<file path="src/mpfd_pkg.sv">
// Shared types, widths and constants for the median-filtered PID fan duty block.
`default_nettype none
package mpfd_pkg;

    // Sample and window widths
    localparam int ADC_BITS = 12;
    localparam int SAMPLE_W = 12;
    localparam int WIN_W    = (ADC_BITS < SAMPLE_W) ? ADC_BITS : SAMPLE_W;

    // Temperature in Q12 degrees
    localparam int TEMP_W = 21;
    localparam logic [TEMP_W-1:0] T_MAX = {TEMP_W{1'b1}};
    localparam int TEMP_SCALE = 500 * 4096;
    localparam int FRAC_BITS  = 12;

    // Datapath widths
    localparam int ERR_W   = 26;
    localparam int DT_W    = TEMP_W + 1;
    localparam int MUL_A_W = 34;
    localparam int MUL_B_W = 26;
    localparam int PROD_W  = MUL_A_W + MUL_B_W;
    localparam int INTEG_W = 48;
    localparam int ISUM_W  = INTEG_W + 1;
    localparam int IHALF_W = 24;
    localparam int KPROD_W = 41;
    localparam int FULL_W  = 66;
    localparam int SUM_W   = 62;

    localparam int ISTEP_SHIFT = 20;
    localparam int PROP_SHIFT  = 4;
    localparam int KP_SHIFT    = 8;
    localparam int DUTY_SHIFT  = 25;

    localparam logic signed [INTEG_W-1:0] I_MAX = {1'b0, {(INTEG_W-1){1'b1}}};
    localparam logic signed [INTEG_W-1:0] I_MIN = {1'b1, {(INTEG_W-1){1'b0}}};

    // Duty
    localparam int DUTY_W = 9;
    localparam logic [DUTY_W-1:0] DUTY_RESET = 9'd111;

    // Configuration port
    localparam int ADDR_W = 5;
    localparam int DATA_W = 32;

    typedef enum logic [2:0] {
        REG_PROP_GAIN    = 3'd0,
        REG_DERIV_GAIN   = 3'd1,
        REG_INTEG_STEP   = 3'd2,
        REG_DESIRED_TEMP = 3'd3,
        REG_OUTPUT_MAX   = 3'd4
    } reg_idx_t;

    typedef struct packed {
        logic [15:0]       prop_gain;
        logic [23:0]       derivative_gain;
        logic [31:0]       integral_step;
        logic [7:0]        desired_temp;
        logic [DUTY_W-1:0] output_max;
    } cfg_t;

    localparam logic [15:0]       PROP_GAIN_RESET    = 16'd256;
    localparam logic [23:0]       DERIV_GAIN_RESET   = 24'd200000;
    localparam logic [31:0]       INTEG_STEP_RESET   = 32'd64425;
    localparam logic [7:0]        DESIRED_TEMP_RESET = 8'd20;
    localparam logic [DUTY_W-1:0] OUTPUT_MAX_RESET   = 9'd250;

    // Sequencer states
    typedef enum logic [3:0] {
        ST_IDLE,
        ST_MUL_T,
        ST_TEMP,
        ST_MUL_D,
        ST_MUL_I,
        ST_MUL_P,
        ST_MUL_LO,
        ST_MUL_HI,
        ST_INTEG,
        ST_SCALE,
        ST_TOTAL
    } state_t;

endpackage
`default_nettype wire

</file>
<file path="src/median_pid_fan_duty_core.sv">
// Top level: median-filtered PID fan duty controller around one shared multiplier.
// A pair that does not complete a window group is taken without leaving the idle state.
// The third pair of a group starts a ten-step sequence on the shared multiplier:
// the result is registered as the final step retires, and s_tready is low meanwhile.
// No new pair is taken until the sequence is back at rest; a result still waiting
// on m_tready holds the final step and stretches it.
// Reset is synchronous, active low: windows, PID state and registers return to
// their reset values and the duty restarts at 111.
`default_nettype none
module median_pid_fan_duty_core (
    input  wire logic                         aclk,
    input  wire logic                         aresetn,
    // Input channel
    input  wire logic                         s_tvalid,
    output logic                              s_tready,
    input  wire logic [23:0]                  s_tdata,   // [11:0] temp_sample, [23:12] pot_sample
    // Result channel
    output logic                              m_tvalid,
    input  wire logic                         m_tready,
    output logic      [31:0]                  m_tdata,   // [8:0] duty_compare, [29:9] temperature_q12
    // Configuration port
    input  wire logic                         psel,
    input  wire logic                         penable,
    input  wire logic                         pwrite,
    input  wire logic [mpfd_pkg::ADDR_W-1:0]  paddr,
    input  wire logic [mpfd_pkg::DATA_W-1:0]  pwdata,
    output logic      [mpfd_pkg::DATA_W-1:0]  prdata,
    output logic                              pready
);
    import mpfd_pkg::*;

    cfg_t cfg;

    // Window and median
    logic             in_xfer;
    logic             group_done;
    logic [WIN_W-1:0] temp_med;
    logic [WIN_W-1:0] pot_med;

    // Shared multiplier
    logic signed [MUL_A_W-1:0] mul_a;
    logic signed [MUL_B_W-1:0] mul_b;
    logic signed [PROD_W-1:0]  prod;

    // Sequencer and PID state
    state_t                    state_reg,     state_next;
    logic        [TEMP_W-1:0]  cur_temp_reg,  cur_temp_next;
    logic        [TEMP_W-1:0]  prev_temp_reg, prev_temp_next;
    logic signed [INTEG_W-1:0] integ_acc_reg, integ_acc_next;
    logic        [DUTY_W-1:0]  duty_reg,      duty_next;
    logic signed [ERR_W-1:0]   err_reg,       err_next;
    logic signed [DT_W-1:0]    dt_reg,        dt_next;
    logic signed [SUM_W-1:0]   acc_reg,       acc_next;
    logic signed [ISUM_W-1:0]  isum_reg,      isum_next;
    logic signed [KPROD_W-1:0] kprod_reg,     kprod_next;

    // Output stage
    logic                      m_valid_reg,   m_valid_next;
    logic        [DUTY_W-1:0]  m_duty_reg,    m_duty_next;
    logic        [TEMP_W-1:0]  m_temp_reg,    m_temp_next;

    // Step intermediates
    logic signed [15:0]        kp;
    logic        [PROD_W-1:0]  pshift;
    logic        [TEMP_W-1:0]  t_sat;
    logic signed [FULL_W-1:0]  full;
    logic signed [FULL_W-1:0]  full_sh;
    logic signed [INTEG_W-1:0] integ_sat;
    logic signed [SUM_W-1:0]   total;
    logic signed [SUM_W-1:0]   quot;
    logic                      out_free;

    mpfd_regs u_regs (
        .aclk    (aclk),
        .aresetn (aresetn),
        .psel    (psel),
        .penable (penable),
        .pwrite  (pwrite),
        .paddr   (paddr),
        .pwdata  (pwdata),
        .prdata  (prdata),
        .pready  (pready),
        .cfg     (cfg)
    );

    mpfd_window u_window (
        .aclk       (aclk),
        .aresetn    (aresetn),
        .wr_en      (in_xfer),
        .temp_in    (s_tdata[11:0]),
        .pot_in     (s_tdata[23:12]),
        .group_done (group_done),
        .temp_med   (temp_med),
        .pot_med    (pot_med)
    );

    mpfd_mul u_mul (
        .aclk  (aclk),
        .mul_a (mul_a),
        .mul_b (mul_b),
        .prod  (prod)
    );

    // Take pairs only while the sequencer is at rest
    assign s_tready = (state_reg == ST_IDLE);
    assign in_xfer  = s_tvalid && s_tready;
    assign out_free = !m_valid_reg || m_tready;
    assign kp       = $signed(cfg.prop_gain);

    always_comb begin
        state_next     = state_reg;
        cur_temp_next  = cur_temp_reg;
        prev_temp_next = prev_temp_reg;
        integ_acc_next = integ_acc_reg;
        duty_next      = duty_reg;
        err_next       = err_reg;
        dt_next        = dt_reg;
        acc_next       = acc_reg;
        isum_next      = isum_reg;
        kprod_next     = kprod_reg;
        m_valid_next   = m_valid_reg && !m_tready;
        m_duty_next    = m_duty_reg;
        m_temp_next    = m_temp_reg;
        mul_a          = '0;
        mul_b          = '0;

        // Median temperature to Q12 degrees, saturated
        pshift = $unsigned(prod) >> ADC_BITS;
        t_sat  = (pshift > PROD_W'(T_MAX)) ? T_MAX : pshift[TEMP_W-1:0];

        // Integral: recombine the two half products, floor by 2^8, saturate
        full    = (FULL_W'(prod) <<< IHALF_W) + FULL_W'(kprod_reg);
        full_sh = full >>> KP_SHIFT;
        if (full_sh > FULL_W'(I_MAX)) begin
            integ_sat = I_MAX;
        end else if (full_sh < FULL_W'(I_MIN)) begin
            integ_sat = I_MIN;
        end else begin
            integ_sat = full_sh[INTEG_W-1:0];
        end

        // duty * 2^25 + 5 * sum
        total = acc_reg + $signed(SUM_W'(duty_reg) << DUTY_SHIFT);
        quot  = total >>> DUTY_SHIFT;

        case (state_reg)
            ST_IDLE: begin
                if (in_xfer && group_done) begin
                    state_next = ST_MUL_T;
                end
            end
            ST_MUL_T: begin
                mul_a      = MUL_A_W'(TEMP_SCALE);
                mul_b      = $signed(MUL_B_W'(temp_med));
                state_next = ST_TEMP;
            end
            ST_TEMP: begin
                // Advance the temperature history and form error and difference
                prev_temp_next = cur_temp_reg;
                cur_temp_next  = t_sat;
                err_next       = $signed(ERR_W'({pot_med, {FRAC_BITS{1'b0}}})
                                       + ERR_W'({cfg.desired_temp, {FRAC_BITS{1'b0}}})
                                       - ERR_W'(t_sat));
                dt_next        = $signed(DT_W'(t_sat) - DT_W'(cur_temp_reg));
                state_next     = ST_MUL_D;
            end
            ST_MUL_D: begin
                mul_a      = $signed(MUL_A_W'(cfg.derivative_gain));
                mul_b      = MUL_B_W'(dt_reg);
                state_next = ST_MUL_I;
            end
            ST_MUL_I: begin
                // Derivative term in Q24
                acc_next   = SUM_W'(prod) <<< FRAC_BITS;
                mul_a      = $signed(MUL_A_W'(cfg.integral_step));
                mul_b      = err_reg;
                state_next = ST_MUL_P;
            end
            ST_MUL_P: begin
                isum_next  = ISUM_W'(integ_acc_reg) + ISUM_W'(prod >>> ISTEP_SHIFT);
                mul_a      = MUL_A_W'(kp);
                mul_b      = MUL_B_W'(err_reg);
                state_next = ST_MUL_LO;
            end
            ST_MUL_LO: begin
                // Add the proportional term
                acc_next   = acc_reg + (SUM_W'(prod) <<< PROP_SHIFT);
                mul_a      = $signed(MUL_A_W'(isum_reg[IHALF_W-1:0]));
                mul_b      = MUL_B_W'(kp);
                state_next = ST_MUL_HI;
            end
            ST_MUL_HI: begin
                kprod_next = KPROD_W'(prod);
                mul_a      = MUL_A_W'($signed(isum_reg[ISUM_W-1:IHALF_W]));
                mul_b      = MUL_B_W'(kp);
                state_next = ST_INTEG;
            end
            ST_INTEG: begin
                integ_acc_next = integ_sat;
                acc_next       = acc_reg + SUM_W'(integ_sat);
                state_next     = ST_SCALE;
            end
            ST_SCALE: begin
                acc_next   = (acc_reg <<< 2) + acc_reg;
                state_next = ST_TOTAL;
            end
            ST_TOTAL: begin
                // Hold until the output register can take the transfer
                if (out_free) begin
                    if (total < 0) begin
                        duty_next = '0;
                    end else if (quot > $signed(SUM_W'(cfg.output_max))) begin
                        duty_next = cfg.output_max;
                    end else begin
                        duty_next = quot[DUTY_W-1:0];
                    end
                    m_valid_next = 1'b1;
                    m_duty_next  = duty_next;
                    m_temp_next  = cur_temp_reg;
                    state_next   = ST_IDLE;
                end
            end
            default: begin
                state_next = ST_IDLE;
            end
        endcase
    end

    // Control and PID state
    always_ff @(posedge aclk) begin
        if (!aresetn) begin
            state_reg     <= ST_IDLE;
            cur_temp_reg  <= '0;
            prev_temp_reg <= '0;
            integ_acc_reg <= '0;
            duty_reg      <= DUTY_RESET;
            m_valid_reg   <= 1'b0;
        end else begin
            state_reg     <= state_next;
            cur_temp_reg  <= cur_temp_next;
            prev_temp_reg <= prev_temp_next;
            integ_acc_reg <= integ_acc_next;
            duty_reg      <= duty_next;
            m_valid_reg   <= m_valid_next;
        end
    end

    // Working registers and output payload
    always_ff @(posedge aclk) begin
        err_reg    <= err_next;
        dt_reg     <= dt_next;
        acc_reg    <= acc_next;
        isum_reg   <= isum_next;
        kprod_reg  <= kprod_next;
        m_duty_reg <= m_duty_next;
        m_temp_reg <= m_temp_next;
    end

    assign m_tvalid = m_valid_reg;
    assign m_tdata  = {2'b00, m_temp_reg, m_duty_reg};

`ifndef SYNTHESIS
    // A result appears only from the final step of the sequence
    a_valid_from_total: assert property (@(posedge aclk) disable iff (!aresetn)
        $rose(m_valid_reg) |-> $past(state_reg) == ST_TOTAL)
        else $error("result raised outside the final step");

    // The third pair of a group starts the sequence
    a_group_starts: assert property (@(posedge aclk) disable iff (!aresetn)
        in_xfer && group_done |=> state_reg == ST_MUL_T)
        else $error("completed group did not start the sequence");

    // A pending result respects the clamp
    a_duty_clamped: assert property (@(posedge aclk) disable iff (!aresetn)
        m_valid_reg |-> m_duty_reg <= cfg.output_max)
        else $error("duty above output_max");

    // A free output lets the final step finish at once
    a_total_done: assert property (@(posedge aclk) disable iff (!aresetn)
        state_reg == ST_TOTAL && out_free |=> state_reg == ST_IDLE && m_valid_reg)
        else $error("final step did not retire");
`endif

endmodule
`default_nettype wire

</file>
<file path="src/mpfd_regs.sv">
// Configuration register file with an APB-style write and read port.
`default_nettype none
module mpfd_regs (
    input  wire logic                       aclk,
    input  wire logic                       aresetn,
    input  wire logic                       psel,
    input  wire logic                       penable,
    input  wire logic                       pwrite,
    input  wire logic [mpfd_pkg::ADDR_W-1:0] paddr,
    input  wire logic [mpfd_pkg::DATA_W-1:0] pwdata,
    output logic      [mpfd_pkg::DATA_W-1:0] prdata,
    output logic                            pready,
    output mpfd_pkg::cfg_t                  cfg
);
    import mpfd_pkg::*;

    cfg_t     cfg_reg;
    cfg_t     cfg_next;
    reg_idx_t idx;
    logic     wr_en;

    assign idx    = reg_idx_t'(paddr[ADDR_W-1:2]);
    assign wr_en  = psel && penable && pwrite;
    assign pready = 1'b1;
    assign cfg    = cfg_reg;

    always_comb begin
        cfg_next = cfg_reg;
        if (wr_en) begin
            case (idx)
                REG_PROP_GAIN:    cfg_next.prop_gain       = pwdata[15:0];
                REG_DERIV_GAIN:   cfg_next.derivative_gain = pwdata[23:0];
                REG_INTEG_STEP:   cfg_next.integral_step   = pwdata[31:0];
                REG_DESIRED_TEMP: cfg_next.desired_temp    = pwdata[7:0];
                REG_OUTPUT_MAX:   cfg_next.output_max      = pwdata[DUTY_W-1:0];
                default:          cfg_next = cfg_reg;
            endcase
        end
    end

    always_ff @(posedge aclk) begin
        if (!aresetn) begin
            cfg_reg.prop_gain       <= PROP_GAIN_RESET;
            cfg_reg.derivative_gain <= DERIV_GAIN_RESET;
            cfg_reg.integral_step   <= INTEG_STEP_RESET;
            cfg_reg.desired_temp    <= DESIRED_TEMP_RESET;
            cfg_reg.output_max      <= OUTPUT_MAX_RESET;
        end else begin
            cfg_reg <= cfg_next;
        end
    end

    always_comb begin
        case (idx)
            REG_PROP_GAIN:    prdata = DATA_W'(cfg_reg.prop_gain);
            REG_DERIV_GAIN:   prdata = DATA_W'(cfg_reg.derivative_gain);
            REG_INTEG_STEP:   prdata = DATA_W'(cfg_reg.integral_step);
            REG_DESIRED_TEMP: prdata = DATA_W'(cfg_reg.desired_temp);
            REG_OUTPUT_MAX:   prdata = DATA_W'(cfg_reg.output_max);
            default:          prdata = '0;
        endcase
    end

endmodule
`default_nettype wire

</file>
<file path="src/mpfd_window.sv">
// Three-deep sample windows for temperature and pot, with median of three.
`default_nettype none
module mpfd_window (
    input  wire logic                         aclk,
    input  wire logic                         aresetn,
    input  wire logic                         wr_en,
    input  wire logic [mpfd_pkg::SAMPLE_W-1:0] temp_in,
    input  wire logic [mpfd_pkg::SAMPLE_W-1:0] pot_in,
    output logic                              group_done,
    output logic      [mpfd_pkg::WIN_W-1:0]    temp_med,
    output logic      [mpfd_pkg::WIN_W-1:0]    pot_med
);
    import mpfd_pkg::*;

    logic [WIN_W-1:0] temp_win_reg [3];
    logic [WIN_W-1:0] pot_win_reg  [3];
    logic [1:0]       slot_reg;
    logic [1:0]       slot;

    function automatic logic [WIN_W-1:0] med3(input logic [WIN_W-1:0] a,
                                              input logic [WIN_W-1:0] b,
                                              input logic [WIN_W-1:0] c);
        logic [WIN_W-1:0] lo;
        logic [WIN_W-1:0] hi;
        logic [WIN_W-1:0] m;
        lo = (a < b) ? a : b;
        hi = (a < b) ? b : a;
        m  = (hi < c) ? hi : c;
        return (lo > m) ? lo : m;
    endfunction

    // Slot three never occurs; treat it as the first slot of a group
    assign slot       = (slot_reg == 2'd3) ? 2'd2 : slot_reg;
    assign group_done = (slot == 2'd0);

    always_ff @(posedge aclk) begin
        if (!aresetn) begin
            slot_reg <= 2'd2;
            for (int i = 0; i < 3; i++) begin
                temp_win_reg[i] <= '0;
                pot_win_reg[i]  <= '0;
            end
        end else if (wr_en) begin
            temp_win_reg[slot] <= temp_in[WIN_W-1:0];
            pot_win_reg[slot]  <= pot_in[WIN_W-1:0];
            slot_reg           <= group_done ? 2'd2 : slot - 2'd1;
        end
    end

    assign temp_med = med3(temp_win_reg[0], temp_win_reg[1], temp_win_reg[2]);
    assign pot_med  = med3(pot_win_reg[0], pot_win_reg[1], pot_win_reg[2]);

endmodule
`default_nettype wire

</file>
<file path="src/mpfd_mul.sv">
// Shared signed multiplier with a registered product.
`default_nettype none
module mpfd_mul (
    input  wire logic                               aclk,
    input  wire logic signed [mpfd_pkg::MUL_A_W-1:0] mul_a,
    input  wire logic signed [mpfd_pkg::MUL_B_W-1:0] mul_b,
    output logic signed      [mpfd_pkg::PROD_W-1:0]  prod
);
    import mpfd_pkg::*;

    logic signed [PROD_W-1:0] prod_reg;

    always_ff @(posedge aclk) begin
        prod_reg <= PROD_W'(mul_a) * PROD_W'(mul_b);
    end

    assign prod = prod_reg;

endmodule
`default_nettype wire
</file>
<file path="config.mk">
export PLATFORM = sky130hd
export DESIGN_NAME = median_pid_fan_duty_core
export DESIGN_NICKNAME = d
export VERILOG_FILES = /design/src/mpfd_pkg.sv /design/src/median_pid_fan_duty_core.sv /design/src/mpfd_regs.sv /design/src/mpfd_window.sv /design/src/mpfd_mul.sv
export SDC_FILE = /design/constraint.sdc
export NUM_CORES = 2
export LEC_CHECK = 0
export ABC_CLOCK_PERIOD_IN_PS = 17690
export BUFFER_PORTS_ARGS = -buffer_cell sky130_fd_sc_hd__buf_4
export CORE_MARGIN = 2
export CORE_UTILIZATION = 34
export DETAILED_ROUTE_END_ITERATION = 10
export PLACE_DENSITY_LB_ADDON = 0.25
export SETUP_SLACK_MARGIN = 0.3
export SLEW_MARGIN = 30
export SYNTH_ARGS = -nofsm -noshare
export SYNTH_HDL_FRONTEND = slang
export SYNTH_SLANG_ARGS = --single-unit
</file>
<file path="constraint.sdc">
create_clock -name aclk -period 17.69 [get_ports aclk]
set_input_delay 1.769 -clock aclk [delete_from_list [all_inputs] [get_ports aclk]]
set_output_delay 1.769 -clock aclk [all_outputs]
set_load 0.03 [all_outputs]
</file>
==> summary.md <==
| Metric | Value |
|---|---|
| Final number of setup-violating endpoints | 0 |
| Async S/R FF share, synth | 0% |
| TNS Setup | 0 ns |
| Initial DRC count | 5517 |
| Post-Syn Area | 72400 µm² |
| Clk_skew | between 0.05 and 0.06 ns |
| Cell internal pwr | roughly 5.3 mW |
| Required time of the critical path | around 18 ns |
| Peak Freq | 64.4 MHz |
| Ys Warns | 0 |
| Die W | ~470 µm |
| Vias in the first global route | roughly 63000 |
| Max VDD drop | roughly 0.14 mV |
| I/O Pins | about 140 |
| Worst Path Buf+Inv | 8 |
| Design Area, Final | 79500 µm² |
| Top FF cell, synth | edfxtp_1 |
| Syn Area/Cell | 8.63 µm² |
| Register area share after synthesis | about a fifth |
| Hold Slack | around 0.45 ns |
| P&R area growth vs syn | 9.73% |
| Slew Limit Headroom | between 30 and 40% |
| Layout cells sized above 1 | around 7.2% |
| Hold Fails Final Rpt | 0 |
| P_sw | between 5 and 6 mW |
| Starting Density | approximately a third |
| Post-Route WL | about 270 mm |
| First-pass GRT wire length | ~400 mm |
| Postcts setup bufs | 0 |
| Yosys cell types | 96 |
| Crit-path max cell delay | 0.87 ns |
| DR DRC count | 0 |
| Crit path launch type | register |
| Placed Instance Area | about 77000 µm² |
| Fin crit share | ~88% |
| RSZ-0062 raised after global routing | no |
| First drt pass iteration count | 6 |
| Slowest cell on crit path | o221ai_2 |
| Rows | 169 |
| CTS resizes | 0 |
| Combinational power share | slightly below 70% |
| CTS tree | done |
| Max-Cap Viols | 0 |
| Worst-skew pair later-pin latency | approximately 0.71 ns |
| Core region area | 212000 µm² |
| CP most frequent cell | a21o_1 |
| Min Tclk post-route | about 16 ns |
| Crit path max fanout | 21 |
| Nets | about 9900 |
| Largest net degree at the start of global routing | 83 |
| Final Non-Filler Cells | around 11000 |
| Routed len/inst | 24.2 µm |
| Vias | 62100 |
| Power Dens Cells | 137 nW/µm² |
| Clock Tree Buf Depth | 3 |
| Die Ht | between 400 and 500 µm |
| Commonest non-fill, non-tap cell in the layout | inv_1 |
| Clock Tree Root | clkbuf_16 |
| Routed vias/inst | roughly 5.5 |
| Sw frac | about half |
| Hold buffers post-CTS | 0 |
| Hold WC Path Type | reg2reg |
| Detail Route Antenna Nets | 0 |
| Final worst setup slack | ~2.2 ns |
| Critical path class | reg2reg |
| Arrival time worst endpoint | about 16 ns |
| H-tree levels | 3 |
| CP endpoint kind | register |
| GR Overflow Total | 0 |
| Number of port buffers | 129 |
| Placed Cells incl. Taps | 11100 |
| Clock power frac | between 10 and 15% |
| Slew @ Worst Pin | between 1 and 1.5 ns |
| Register share of total power | approximately a fifth |
| Initial antenna violation count | 14 |
| Outcome | finished clean |
| Clk pin slew, worst setup/hold paths | approximately 0.060 ns |
| Gp weighted congestion | between 0.9 and 1 |
| CTS buffer count | 69 |
| Die ar. | between 200000 and 250000 µm² |
| Max FFs per register | 89 |
| Final Max Tran Viols | 0 |
| HPWL after detailed placement | approximately 210 mm |
| Post-synthesis cell count | roughly 8400 |
| Leakage power | 35.3 nW |
| Post-synth EDFFs | 294 |
| Setup Slack @ Placement | ~2.2 ns |
| GRT Overall Usage | approximately a quarter |
| CP delay by family, top | compound AO/OA/AOI/OAI gates |
| Yosys reg bits | between 500 and 600 |
| Most frequent cells in the layout | inv_1, nand2_1, fa_1 |
| Clk sinks | between 500 and 600 |
[Yosys cell counts, types with 118 or more instances]
master	instances	area share (%)
mux2i_1	118	1.6
dfxtp_1	234	6.5
a21o_1	245	2.5
fa_1	901	25
and2_1	151	1.3
ha_1	548	9.5
a21oi_1	532	3.7
nand2_1	958	5.0
nor2_1	648	3.4
edfxtp_1	294	12
xnor2_1	202	2.4
nand3_1	128	0.88
clkbuf_1	306	1.6
o21ai_0	309	2.1
inv_1	1346	7.0
[logic make-up (layout without fill, tap and decap cells)]
group | Yosys count | after routing | synth area share, %
other cells | 2 | 14 | 0.0104
flops | 528 | 528 | 18.7
buf+inv | 1706 | 1766 | 9.05
xor+xnor | 315 | 315 | 3.81
simple gates | 2385 | 2385 | 14.9
mux | 160 | 160 | 2.32
compound gates | 1849 | 1849 | 16.9
fa+ha+maj | 1449 | 1449 | 34.4
[routing by layer]
metal | vias to the layer above | GRT usage (%) | part of all wire (%)
met4 | 8 | 11.5 | 5.2
li1 | 28000 | - | -
met2 | 2393 | 39.8 | 45
met3 | 548 | 4.06 | 7.5
met1 | 31100 | 33.4 | 42
met5 | - | 0 | 0.017
[metrics by stage]
| step | utilization, % | total power [mW] |
|---|---|---|
| finish | 37.5 | 10.9 |
| global route | 37.5 | 11.7 |
| CTS | 37.5 | 10.8 |
| detailed placement | 36.3 | 9.23 |
| global placement | 36.3 | 9.17 |
| floorplan | - | 6.99 |
[final cells by class]
type                       count  area [µm²]
fill                       21700      132000
multi-input combinational   6161       52700
sequential                   528       13500
inverter                    1348        5060
tap                         2821        3530
timing repair buffer         290        2230
clock buffer                  88        1880
clock inverter                40         510
antenna                       11        27.5
[worst paths after layout]
check / start / endpoint / slack [ns] / cells past startpoint
worst max-delay path: u_window.temp_win_reg[0][1] / u_mul.prod[46] / 2.16 / 55
worst max register to register: u_window.temp_win_reg[0][1] / u_mul.prod[46] / 2.16 / 55
worst min register to register: cur_temp_reg[2] / m_temp_reg[2] / 0.45 / 0
worst min-delay path: cur_temp_reg[2] / m_temp_reg[2] / 0.45 / 0
[power groups by stage]
| stage | clock network [mW] | registers, mW | logic [mW] |
|---|---|---|---|
| finish | 1.51 | 2.04 | 7.34 |
| global route | 1.58 | 2.06 | 8.05 |
| CTS | 1.54 | 2.04 | 7.23 |
| detailed placement | 0 | 2.06 | 7.17 |
| global placement | 0 | 2.06 | 7.11 |
| floorplan | 0 | 1.94 | 5.05 |
Power figures use the tool's default switching activity.
